`src/hw/rtl/fpfa_pkg.sv`:
```
package fpfa_pkg;

    localparam int DEF_NUM_BLOCKS = 16;
    localparam int DEF_SIZE_BITS  = 16;

    localparam int REQ_SIZE_W   = 16;
    localparam int LOAD_IDX_W   = 4;
    localparam int GRANT_IDX_W  = 4;
    localparam int BLK_COUNT_W  = 5;
    localparam int CFG_IDX_W    = 1;
    localparam int CFG_DATA_W   = 5;

    localparam logic [CFG_IDX_W-1:0] REG_FIT_MODE    = 1'b0;
    localparam logic [CFG_IDX_W-1:0] REG_BLOCK_COUNT = 1'b1;

    localparam logic REQ_LOAD  = 1'b0;
    localparam logic REQ_ALLOC = 1'b1;

    localparam logic MODE_FIRST_FIT = 1'b0;
    localparam logic MODE_BEST_FIT  = 1'b1;

    localparam logic [BLK_COUNT_W-1:0] BLK_COUNT_RESET = 5'd16;

    typedef enum logic [1:0] {
        ST_IDLE,
        ST_SCAN,
        ST_DONE
    } scan_state_t;

    typedef struct packed {
        logic start;
        logic take;
    } scan_ctrl_t;

    typedef struct packed {
        logic idle;
        logic done;
        logic granted;
    } scan_stat_t;

endpackage

```
`src/hw/rtl/fixed_partition_fit_allocator.sv`:
```
// Load transaction: no result; the next transaction is taken the cycle after.
// Allocate transaction: the partitions in use are scanned, one entry read per cycle from
// the size memory into a single compare unit; the result is registered once the scan is
// done, later while a held result is stalled, and the next transaction is taken the
// cycle after the result is registered.
// Async active-low reset: all partitions free, first fit, sixteen in use; sizes unset.
module fixed_partition_fit_allocator #(
    parameter int NUM_BLOCKS = fpfa_pkg::DEF_NUM_BLOCKS,
    parameter int SIZE_BITS  = fpfa_pkg::DEF_SIZE_BITS
) (
    input  logic                              clk,
    input  logic                              rst_n,
    input  logic                              cfg_we,
    input  logic [fpfa_pkg::CFG_IDX_W-1:0]    cfg_index,
    input  logic [fpfa_pkg::CFG_DATA_W-1:0]   cfg_data,
    input  logic                              in_valid,
    output logic                              in_stall,
    input  logic                              req_type,
    input  logic [fpfa_pkg::LOAD_IDX_W-1:0]   load_index,
    input  logic [fpfa_pkg::REQ_SIZE_W-1:0]   load_size,
    input  logic [fpfa_pkg::REQ_SIZE_W-1:0]   request_size,
    output logic                              out_valid,
    input  logic                              out_stall,
    output logic                              granted,
    output logic [fpfa_pkg::GRANT_IDX_W-1:0]  granted_block
);

    localparam int IDX_W = (NUM_BLOCKS > 1) ? $clog2(NUM_BLOCKS) : 1;
    localparam int CNT_W = $clog2(NUM_BLOCKS + 1);
    localparam int BCW   = (CNT_W > fpfa_pkg::BLK_COUNT_W) ? CNT_W : fpfa_pkg::BLK_COUNT_W;
    localparam int LIW   = (CNT_W > fpfa_pkg::LOAD_IDX_W) ? CNT_W : fpfa_pkg::LOAD_IDX_W;

    logic                             fit_mode_reg;
    logic [fpfa_pkg::BLK_COUNT_W-1:0] block_count_reg;
    logic                             out_valid_reg;
    logic                             granted_reg;
    logic [fpfa_pkg::GRANT_IDX_W-1:0] granted_block_reg;

    fpfa_pkg::scan_ctrl_t ctrl;
    fpfa_pkg::scan_stat_t stat;

    logic                 in_accept;
    logic [BCW-1:0]       bc_ext;
    logic [CNT_W-1:0]     count;
    logic                 wr_en;
    logic [IDX_W-1:0]     rd_addr;
    logic [SIZE_BITS-1:0] rd_size;
    logic                 rd_busy;
    logic [IDX_W-1:0]     pick;
    logic                 slot_free;

    always_ff @(posedge clk or negedge rst_n)
    begin
        if (!rst_n)
        begin
            fit_mode_reg    <= fpfa_pkg::MODE_FIRST_FIT;
            block_count_reg <= fpfa_pkg::BLK_COUNT_RESET;
        end
        else if (cfg_we)
        begin
            case (cfg_index)
                fpfa_pkg::REG_FIT_MODE:    fit_mode_reg    <= cfg_data[0];
                fpfa_pkg::REG_BLOCK_COUNT: block_count_reg <= cfg_data;
                default:
                begin
                end
            endcase
        end
    end

    assign bc_ext = BCW'(block_count_reg);
    assign count  = (bc_ext > BCW'(NUM_BLOCKS)) ? CNT_W'(NUM_BLOCKS) : CNT_W'(bc_ext);

    assign in_stall  = !stat.idle;
    assign in_accept = in_valid && !in_stall;
    assign wr_en     = in_accept && (req_type == fpfa_pkg::REQ_LOAD)
                       && (LIW'(load_index) < LIW'(NUM_BLOCKS));

    assign slot_free  = !out_valid_reg || !out_stall;
    assign ctrl.start = in_accept && (req_type == fpfa_pkg::REQ_ALLOC);
    assign ctrl.take  = stat.done && slot_free;

    fpfa_store #(
        .NUM_BLOCKS (NUM_BLOCKS),
        .SIZE_BITS  (SIZE_BITS),
        .IDX_W      (IDX_W)
    ) u_store (
        .clk      (clk),
        .rst_n    (rst_n),
        .wr_en    (wr_en),
        .wr_addr  (IDX_W'(load_index)),
        .wr_size  (SIZE_BITS'(load_size)),
        .set_en   (ctrl.take && stat.granted),
        .set_addr (pick),
        .rd_addr  (rd_addr),
        .rd_size  (rd_size),
        .rd_busy  (rd_busy)
    );

    fpfa_scan #(
        .SIZE_BITS (SIZE_BITS),
        .IDX_W     (IDX_W),
        .CNT_W     (CNT_W)
    ) u_scan (
        .clk      (clk),
        .rst_n    (rst_n),
        .ctrl     (ctrl),
        .fit_mode (fit_mode_reg),
        .count    (count),
        .want     (request_size),
        .rd_size  (rd_size),
        .rd_busy  (rd_busy),
        .rd_addr  (rd_addr),
        .stat     (stat),
        .pick     (pick)
    );

    always_ff @(posedge clk or negedge rst_n)
    begin
        if (!rst_n)
        begin
            out_valid_reg <= 1'b0;
        end
        else if (ctrl.take)
        begin
            out_valid_reg <= 1'b1;
        end
        else if (!out_stall)
        begin
            out_valid_reg <= 1'b0;
        end
    end

    always_ff @(posedge clk)
    begin
        if (ctrl.take)
        begin
            granted_reg       <= stat.granted;
            granted_block_reg <= fpfa_pkg::GRANT_IDX_W'(pick);
        end
    end

    assign out_valid     = out_valid_reg;
    assign granted       = granted_reg;
    assign granted_block = granted_block_reg;

endmodule

```
`src/hw/rtl/fpfa_store.sv`:
```
module fpfa_store #(
    parameter int NUM_BLOCKS = fpfa_pkg::DEF_NUM_BLOCKS,
    parameter int SIZE_BITS  = fpfa_pkg::DEF_SIZE_BITS,
    parameter int IDX_W      = (NUM_BLOCKS > 1) ? $clog2(NUM_BLOCKS) : 1
) (
    input  logic                 clk,
    input  logic                 rst_n,
    input  logic                 wr_en,
    input  logic [IDX_W-1:0]     wr_addr,
    input  logic [SIZE_BITS-1:0] wr_size,
    input  logic                 set_en,
    input  logic [IDX_W-1:0]     set_addr,
    input  logic [IDX_W-1:0]     rd_addr,
    output logic [SIZE_BITS-1:0] rd_size,
    output logic                 rd_busy
);

    logic [SIZE_BITS-1:0] size_mem [NUM_BLOCKS];
    logic [NUM_BLOCKS-1:0] busy_reg;
    logic [SIZE_BITS-1:0] rd_size_reg;
    logic                 rd_busy_reg;

    always_ff @(posedge clk)
    begin
        if (wr_en)
        begin
            size_mem[wr_addr] <= wr_size;
        end
        rd_size_reg <= size_mem[rd_addr];
    end

    always_ff @(posedge clk or negedge rst_n)
    begin
        if (!rst_n)
        begin
            busy_reg    <= '0;
            rd_busy_reg <= 1'b0;
        end
        else
        begin
            if (wr_en)
            begin
                busy_reg[wr_addr] <= 1'b0;
            end
            if (set_en)
            begin
                busy_reg[set_addr] <= 1'b1;
            end
            rd_busy_reg <= busy_reg[rd_addr];
        end
    end

    assign rd_size = rd_size_reg;
    assign rd_busy = rd_busy_reg;

endmodule

```
`src/hw/rtl/fpfa_scan.sv`:
```
module fpfa_scan #(
    parameter int SIZE_BITS = fpfa_pkg::DEF_SIZE_BITS,
    parameter int IDX_W     = 4,
    parameter int CNT_W     = 5
) (
    input  logic                            clk,
    input  logic                            rst_n,
    input  fpfa_pkg::scan_ctrl_t            ctrl,
    input  logic                            fit_mode,
    input  logic [CNT_W-1:0]                count,
    input  logic [fpfa_pkg::REQ_SIZE_W-1:0] want,
    input  logic [SIZE_BITS-1:0]            rd_size,
    input  logic                            rd_busy,
    output logic [IDX_W-1:0]                rd_addr,
    output fpfa_pkg::scan_stat_t            stat,
    output logic [IDX_W-1:0]                pick
);

    localparam int CMP_W = (SIZE_BITS > fpfa_pkg::REQ_SIZE_W) ? SIZE_BITS
                                                                : fpfa_pkg::REQ_SIZE_W;

    fpfa_pkg::scan_state_t state_reg, state_next;

    logic [CNT_W-1:0]                addr_reg, addr_next;
    logic [CNT_W-1:0]                count_reg, count_next;
    logic [fpfa_pkg::REQ_SIZE_W-1:0] want_reg, want_next;
    logic                            mode_reg, mode_next;
    logic                            vld_reg, vld_next;
    logic [IDX_W-1:0]                cmp_idx_reg, cmp_idx_next;
    logic                            found_reg, found_next;
    logic [SIZE_BITS-1:0]            best_reg, best_next;
    logic [IDX_W-1:0]                pick_reg, pick_next;

    logic issue;
    logic fits;
    logic better;

    assign issue  = (state_reg == fpfa_pkg::ST_SCAN) && (addr_reg < count_reg);
    assign fits   = !rd_busy && (CMP_W'(rd_size) >= CMP_W'(want_reg));
    assign better = !found_reg
                    || ((mode_reg == fpfa_pkg::MODE_BEST_FIT) && (rd_size < best_reg));

    always_comb
    begin
        state_next = state_reg;
        case (state_reg)
            fpfa_pkg::ST_IDLE:
            begin
                if (ctrl.start)
                begin
                    state_next = fpfa_pkg::ST_SCAN;
                end
            end
            fpfa_pkg::ST_SCAN:
            begin
                if (!issue && !vld_reg)
                begin
                    state_next = fpfa_pkg::ST_DONE;
                end
            end
            fpfa_pkg::ST_DONE:
            begin
                if (ctrl.take)
                begin
                    state_next = fpfa_pkg::ST_IDLE;
                end
            end
            default:
            begin
                state_next = fpfa_pkg::ST_IDLE;
            end
        endcase
    end

    always_comb
    begin
        addr_next    = addr_reg;
        count_next   = count_reg;
        want_next    = want_reg;
        mode_next    = mode_reg;
        vld_next     = 1'b0;
        cmp_idx_next = cmp_idx_reg;
        found_next   = found_reg;
        best_next    = best_reg;
        pick_next    = pick_reg;
        case (state_reg)
            fpfa_pkg::ST_IDLE:
            begin
                if (ctrl.start)
                begin
                    addr_next  = '0;
                    count_next = count;
                    want_next  = want;
                    mode_next  = fit_mode;
                    found_next = 1'b0;
                    pick_next  = '0;
                end
            end
            fpfa_pkg::ST_SCAN:
            begin
                if (issue)
                begin
                    addr_next    = addr_reg + 1'b1;
                    vld_next     = 1'b1;
                    cmp_idx_next = addr_reg[IDX_W-1:0];
                end
                if (vld_reg && fits && better)
                begin
                    found_next = 1'b1;
                    best_next  = rd_size;
                    pick_next  = cmp_idx_reg;
                end
            end
            default:
            begin
            end
        endcase
    end

    always_ff @(posedge clk or negedge rst_n)
    begin
        if (!rst_n)
        begin
            state_reg <= fpfa_pkg::ST_IDLE;
            addr_reg  <= '0;
            count_reg <= '0;
            vld_reg   <= 1'b0;
            found_reg <= 1'b0;
            pick_reg  <= '0;
            mode_reg  <= fpfa_pkg::MODE_FIRST_FIT;
        end
        else
        begin
            state_reg <= state_next;
            addr_reg  <= addr_next;
            count_reg <= count_next;
            vld_reg   <= vld_next;
            found_reg <= found_next;
            pick_reg  <= pick_next;
            mode_reg  <= mode_next;
        end
    end

    always_ff @(posedge clk)
    begin
        want_reg    <= want_next;
        cmp_idx_reg <= cmp_idx_next;
        best_reg    <= best_next;
    end

    assign rd_addr      = addr_reg[IDX_W-1:0];
    assign stat.idle    = (state_reg == fpfa_pkg::ST_IDLE);
    assign stat.done    = (state_reg == fpfa_pkg::ST_DONE);
    assign stat.granted = found_reg;
    assign pick         = found_reg ? pick_reg : '0;

endmodule

```
`config.mk`:
```
export PLATFORM = sky130hd
export DESIGN_NAME = fixed_partition_fit_allocator
export DESIGN_NICKNAME = d
export VERILOG_FILES = /design/src/hw/rtl/fpfa_pkg.sv /design/src/hw/rtl/fixed_partition_fit_allocator.sv /design/src/hw/rtl/fpfa_store.sv /design/src/hw/rtl/fpfa_scan.sv
export SDC_FILE = /design/constraint.sdc
export NUM_CORES = 1
export LEC_CHECK = 0
export BUFFER_PORTS_ARGS = -buffer_cell sky130_fd_sc_hd__buf_2
export CORE_MARGIN = 2
export CORE_UTILIZATION = 50
export CTS_BUF_LIST = sky130_fd_sc_hd__clkbuf_16
export DETAILED_ROUTE_END_ITERATION = 12
export MAX_ROUTING_LAYER = met4
export PLACE_DENSITY = 0.74
export SKIP_LAST_GASP = 1
export SLEW_MARGIN = 20
export SYNTH_ARGS = -nofsm -noshare
export SYNTH_HDL_FRONTEND = slang
export SYNTH_SLANG_ARGS = --single-unit
```
`constraint.sdc`:
```
create_clock -name clk -period 7.6 [get_ports clk]
set_input_delay 1.52 -clock clk [delete_from_list [all_inputs] [get_ports clk]]
set_output_delay 1.52 -clock clk [all_outputs]
set_load 0.1 [all_outputs]
```
==> impl_metrics.json, run 1 <==
{
  "outcome": "complete, no violations",
  "synth_top_area_cell": "edfxtp_1",
  "finalSetupViolCount": 0,
  "place_congestion": 0.8578,
  "wl_um": 26670,
  "crit_path_end_kind": "register",
  "final_cells": 1225,
  "avgSynthCellArea_um2": 18.90,
  "synth_area_um2": 14040,
  "cts-htree-levels": 2,
  "rsz0062_at_grt": "no",
  "synth-edff-count": 297,
  "cts_resized": 0,
  "dpl.cell_count": 1158,
  "setup_tns_ns": 0,
  "power_leakage_nw": 5.621,
  "worstSetupPathType": "in2reg",
  "fin_util": 0.5757,
  "regMostFlops": "u_store.size_mem",
  "num_rows": 61,
  "clk_latency_ns": 0.52,
  "synth_ff_type": "edfxtp_1",
  "ys_top_cells_by_count": "297 x edfxtp_1, 85 x mux4_2, 48 x inv_1",
  "use_met2": 0.2836,
  "grt_pass1_vias": 6954,
  "cts_tree": "yes",
  "grt-busiest-layer": "met2",
  "num-nets-final": 903,
  "die_y_um": 171.6,
  "finalMaxSlewViolations": 0,
  "dp_hpwl_um": 16600,
  "yosysSeqAreaShare": 0.7346,
  "ys_types": 43,
  "largest_reg_flops": 256,
  "slew_headroom": 0.3150,
  "vias": 6926,
  "cts_buffers": 37,
  "yosys_warnings": 0,
  "clockBufferDepth": 3,
  "worstHoldPathType": "reg2reg",
  "finClkSkew_ns": 0.02209,
  "pwr-share-seq": 0.466,
  "tightest_slew_ns": 1.028,
  "cts_setup_buffers": 0,
  "final_hold_viol_count": 0,
  "die_area_um2": 29440,
  "power_switching_mw": 1.453,
  "path_clk_slew_ns": 0.06,
  "ant_nets": 0,
  "io_buffers": 54,
  "dr.pass1.iters": 5,
  "period_needed_ns": 3.070,
  "cp.required_ns": 7.73,
  "critPathArrivalTime_ns": 3.20,
  "met1_usage": 0.2795,
  "ys_ff_latch": 356,
  "clock.fmax_mhz": 325.7,
  "synth_fp_nets": 827,
  "drv_cap": 0,
  "switching_share": 0.2744,
  "routedWlPerCell_um": 21.77,
  "p_per_area_nw_per_um2": 332.0,
  "die_w_um": 171.6,
  "synth.most_common_cell": "edfxtp_1",
  "track_usage": 0.1925,
  "hold_buffers": 0,
  "io_pins": 55,
  "grt_pass1_wl_um": 40740,
  "combPwrFrac": 0.206,
  "critPathMaxFanout": 16,
  "core_um2": 27710,
  "grt-ovfl-total": 0,
  "ys_top_cells_by_area": "edfxtp_1 64%, mux4_2 14%, dfrtp_1 7.5%",
  "met3_usage": 0.03382,
  "cts.sinks": 356,
  "pwr-share-clk": 0.327,
  "internal-power_mw": 3.842,
  "drtIter0Drc": 687,
  "synthCells": 743,
  "root_buffer": "clkbuf_16",
  "grt_start_max_net_pins": 74,
  "fin_crit_sh": 0.4040,
  "start_util": 0.5069,
  "synth_top_area_share": 0.6351,
  "p_total_mw": 5.295,
  "viasPerCell": 5.654,
  "areaGrowthSynthToFinish_pct": 13.58,
  "ir_drop_mv": 0.2152,
  "synthArstFlopShare": 0.1208,
  "drcViolationCount": 0,
  "startpoint_type": "primary input",
  "antenna_found_initial": 1,
  "drive_above_1_share": 0.2648
}
-- metrics by stage --
stage	setup WS [ns]	instance area [µm²]	hold slack, ns
3_3_place_gp	4.053	14770	0.4147
4_1_cts	4.517	15950	0.4496
5_1_grt	4.433	15950	0.4771
3_5_place_dp	3.998	14770	0.4325
2_1_floorplan	3.849	14040	0.4082
6_report	4.530	15950	0.4416
-- layout by cell type, fill, tap and decap left out, types with 4 or more instances in the layout --
cell type / Yosys / layout
clkinv_2: 0 / 5
nor2_2: 0 / 12
nand3b_1: 6 / 6
o21ai_0: 31 / 31
buf_2: 1 / 53
nor3_2: 0 / 4
mux2i_1: 5 / 5
ha_1: 36 / 36
dfxtp_1: 16 / 16
clkbuf_16: 0 / 39
mux2_2: 6 / 6
nand4_1: 7 / 7
nand2b_1: 8 / 8
nand3_1: 10 / 10
a21oi_1: 16 / 16
inv_1: 48 / 55
nor2_1: 23 / 11
edfxtp_1: 297 / 297
mux4_2: 85 / 85
nand2_1: 45 / 45
buf_4: 7 / 8
clkinv_1: 0 / 9
dfrtp_1: 42 / 40
-- critical path, cell delays in order --
cell	delay, ns
buf_2	0.10
nand3b_1	0.29
or3_1	0.51
nor2_2	0.76
-- metal layers --
metal / wire length [µm] / part of all wire
met4: 541 / 0.020
met5: 0 / 0
met3: 1737 / 0.065
met2: 12270 / 0.46
met1: 12110 / 0.45
-- final timing paths --
kind / cells after the start / to / start / slack, ns
max: 4 / u_store.size_mem[2][9]$_DFFE_PP_ / req_type / 4.53
min: 0 / u_scan.best_reg[0]$_DFFE_PP_ / u_store.rd_size[0]$_DFF_P_ / 0.44
max reg2reg: 3 / u_store.rd_size[5]$_DFF_P_ / u_scan.addr_reg[0]$_DFFE_PN0P_ / 4.60
min reg2reg: 0 / u_scan.best_reg[0]$_DFFE_PP_ / u_store.rd_size[0]$_DFF_P_ / 0.44
max in group asynchronous: 1 / u_scan.addr_reg[0]$_DFFE_PN0P_ / rst_n / 6.18
min in group asynchronous: 1 / u_scan.state_reg[1]$_DFFE_PN0P_ / rst_n / 1.00
-- power by group through the flow --
stage	Sequential (mW)	Combinational (mW)	Clock, mW
final	2.47	1.09	1.73
after global routing	2.50	1.18	1.85
after CTS	2.48	1.11	1.77
after detailed placement	2.51	1.09	0
after global placement	2.51	1.07	0
after floorplan	2.45	0.841	0
-- logic make-up after synthesis --
group	after synthesis	synth area share
compound gates	66	0.02708
fa+ha+maj	36	0.03207
buf+inv	73	0.02201
flops	356	0.7346
mux	96	0.1447
simple gates	116	0.03956
-- cell type report --
| type | count | area [µm²] |
|---|---|---|
| inverters | 49 | 183.9 |
| flip-flops and latches | 356 | 10320 |
| well taps | 378 | 473.0 |
| clock buffers | 39 | 975.9 |
| fillers | 2015 | 11760 |
| repair buffers | 61 | 325.3 |
| clock inverters | 27 | 200.2 |
| diodes | 1 | 2.502 |
| multi-input cells | 314 | 3468 |
Power figures use the tool's default switching activity.
==> inputs of run 2 (changes only) <==
- ABC_AREA: unset -> 1
- PLACE_DENSITY: 0.74 -> 0.76
- clock period: 7.6 -> 2.6 ns (I/O delays scaled with it)
==> run 2 against run 1 <==
Via count rose by 34%. Sequential power rose to 2.9 times the previous value. Total power rose to 2.9 times the previous value. Critical path depth rose by 2. Largest cell class unchanged. Hold slack got worse by 0.29 ns. Critical endpoint is now u_store.size_mem[8][11]$_DFFE_PP_. Critical path type is now reg2reg. Clock skew fell by 0.0087 ns. Register-to-register slack got worse by 4.1 ns. Cell count rose by 34%. Die area rose by 2.2%.
==> impl_metrics.json, run 2 <==
{
  "routedWlPerCell_um": 19.53,
  "synth_fp_nets": 1234,
  "p_per_area_nw_per_um2": 928.3,
  "final_cells": 1638,
  "cts_resized": 0,
  "core_um2": 28470,
  "synth_ff_type": "edfxtp_1",
  "io_pins": 55,
  "final_common_cell": "edfxtp_1",
  "path_clk_slew_ns": 0.06,
  "dr.pass1.iters": 5,
  "finalMaxSlewViolations": 0,
  "dp_hpwl_um": 19520,
  "synthArstFlopShare": 0.1208,
  "slew_headroom": 0.3457,
  "yosysSeqAreaShare": 0.7184,
  "fin_util": 0.5724,
  "hold_buffers": 0,
  "critPathMaxFanout": 16,
  "rsz0062_at_grt": "no",
  "ant_nets": 0,
  "critPathArrivalTime_ns": 2.35,
  "regMostFlops": "u_store.size_mem",
  "cts-htree-levels": 2,
  "root_buffer": "clkbuf_16",
  "die_area_um2": 30090,
  "vias": 9280,
  "ys_top_cells_by_count": "297 x edfxtp_1, 173 x o21ai_0, 171 x nor2_1",
  "synth.most_common_cell": "edfxtp_1",
  "io_buffers": 54,
  "cts.sinks": 356,
  "clk_latency_ns": 0.53,
  "fin_crit_sh": 0.8263,
  "dpl.cell_count": 1570,
  "regArea_um2": 10320,
  "outcome": "complete, no violations",
  "track_usage": 0.2218,
  "drcViolationCount": 0,
  "place_congestion": 0.9137,
  "clockBufferDepth": 3,
  "cts_buffers": 36,
  "tightest_slew_ns": 0.9814,
  "ys_top_cells_by_area": "edfxtp_1 62%, dfrtp_1 7.3%, o21ai_0 6.0%",
  "largest_reg_flops": 256,
  "crit_path_end_kind": "register",
  "synthCells": 1150,
  "layout_common_cells": "297 x edfxtp_1, 173 x o21ai_0, 155 x nor2_1, 109 x nand2_1, 82 x inv_1",
  "antenna_found_initial": 2,
  "finalSetupViolCount": 0,
  "synth_area_um2": 14360,
  "ys_ff_latch": 356,
  "startpoint_type": "register",
  "period_needed_ns": 2.148,
  "final_hold_viol_count": 0,
  "grt_pass1_wl_um": 50270,
  "finClkSkew_ns": 0.01338,
  "drtIter0Drc": 1065,
  "synth_top_area_cell": "edfxtp_1",
  "ys_types": 41,
  "num_rows": 62,
  "die_y_um": 173.5,
  "grt-ovfl-total": 0,
  "wl_um": 31990,
  "worstHoldPathType": "in2async",
  "synth-edff-count": 297,
  "synth_top_area_share": 0.6211,
  "power_leakage_nw": 6.071,
  "yosys_warnings": 0,
  "clock.fmax_mhz": 465.5,
  "num-nets-final": 1308,
  "die_w_um": 173.5,
  "critical_path.max_stage_delay_ns": 0.42,
  "cts_setup_buffers": 0,
  "worstSetupPathType": "reg2reg",
  "drv_cap": 0,
  "path_common_cell": "nor2_1",
  "setup_tns_ns": 0,
  "path_cells": "nor2_1, nand2_1, nor2_1, nand3_1, nor2_2, buf_4",
  "cp.required_ns": 2.80,
  "viasPerCell": 5.665,
  "areaGrowthSynthToFinish_pct": 13.49,
  "avgSynthCellArea_um2": 12.49,
  "ir_drop_mv": 0.4678,
  "cts_tree": "yes",
  "grt_start_max_net_pins": 96,
  "critPathSlowestCell": "dfrtp_1",
  "multi_input_area_um2": 3543,
  "fill_cells": 2241,
  "grt_pass1_vias": 9288,
  "drive_above_1_share": 0.1408,
  "start_util": 0.5044
}
==> run 2: cell types whose count changed after synthesis, moves of 24 or more <==
cell      change
inv_1        +24
mux4_2       -85
nand2_1      +64
nand3_1      +35
nor2_1      +148
o21ai_0     +142
o221ai_1     +24
o22ai_1      +44
==> run 2: power by group <==
| group | total, mW | switching [mW] | internal, mW |
|---|---|---|---|
| sequential | 7.05 | 0.326 | 6.72 |
| clock | 4.64 | 2.10 | 2.54 |
| combinational | 3.45 | 2.39 | 1.06 |
==> run 2: cell families (layout without fill, tap and decap cells) <==
family                     after synthesis  count (layout)  share of synthesized area
DFF                                    356             356                     0.7184
AOI/OAI and AO/OA                      285             285                     0.1142
adders and majority gates               36              36                    0.03137
buffers and inverters                  131             231                    0.03764
and+or+nand+nor                        338             338                    0.09524
other                                    0               4                          0
muxes                                    4               4                   0.003136
==> run 2: per-stage QoR <==
stage / hold slack [ns] / power, mW / area [µm²] / worst slack [ns]
after global routing: 0.1571 / 15.90 / 16300 / 0.2829
after CTS: 0.1483 / 15.21 / 16290 / 0.4704
after detailed placement: 0.4289 / 10.59 / 15230 / 0.5025
final: 0.1494 / 15.13 / 16300 / 0.4516
after floorplan: 0.2244 / 9.444 / 14360 / 0.4639
after global placement: 0.4184 / 10.43 / 15230 / 0.5183
==> run 2: per-layer routing <==
layer	global-route usage	vias up	wire length, µm
met5	-	-	0
li1	-	4308	-
met2	0.3462	384	15250
met1	0.2922	4525	13310
met4	0.08192	0	831
met3	0.04211	63	2597
==> run 2: cell type report <==
class | count | share of cell area
well taps | 384 | 0.02948
inverters | 77 | 0.01781
flip-flops and latches | 356 | 0.6333
repair buffers | 90 | 0.03624
diodes | 4 | 0.0006142
multi-input cells | 663 | 0.2174
clock inverters | 28 | 0.009827
clock buffers | 36 | 0.05528
==> run 2: path summary, 6_finish.rpt <==
kind / startpoint / to / slack (ns) / cells past startpoint
worst max-delay path: u_scan.state_reg[0]$_DFFE_PN0P_ / u_store.size_mem[8][11]$_DFFE_PP_ / 0.45 / 6
worst min-delay path: rst_n / bc_ext[2]$_DFFE_PN0P_ / 0.15 / 1
worst max register to register: u_scan.state_reg[0]$_DFFE_PN0P_ / u_store.size_mem[8][11]$_DFFE_PP_ / 0.45 / 6
worst min register to register: u_store.rd_size[0]$_DFF_P_ / u_scan.best_reg[0]$_DFFE_PP_ / 0.45 / 0
max in group asynchronous: rst_n / u_scan.addr_reg[0]$_DFFE_PN0P_ / 1.73 / 1
min in group clk: request_size[12] / u_scan.want_reg[12]$_DFFE_PP_ / 0.17 / 1
==> run 2: worst max-delay path: cells and delay by family, from the launching register on <==
family / cells / cell delay, ns
simple gates: 5 / 1.10
flops: 1 / 0.42
buf+inv: 1 / 0.30
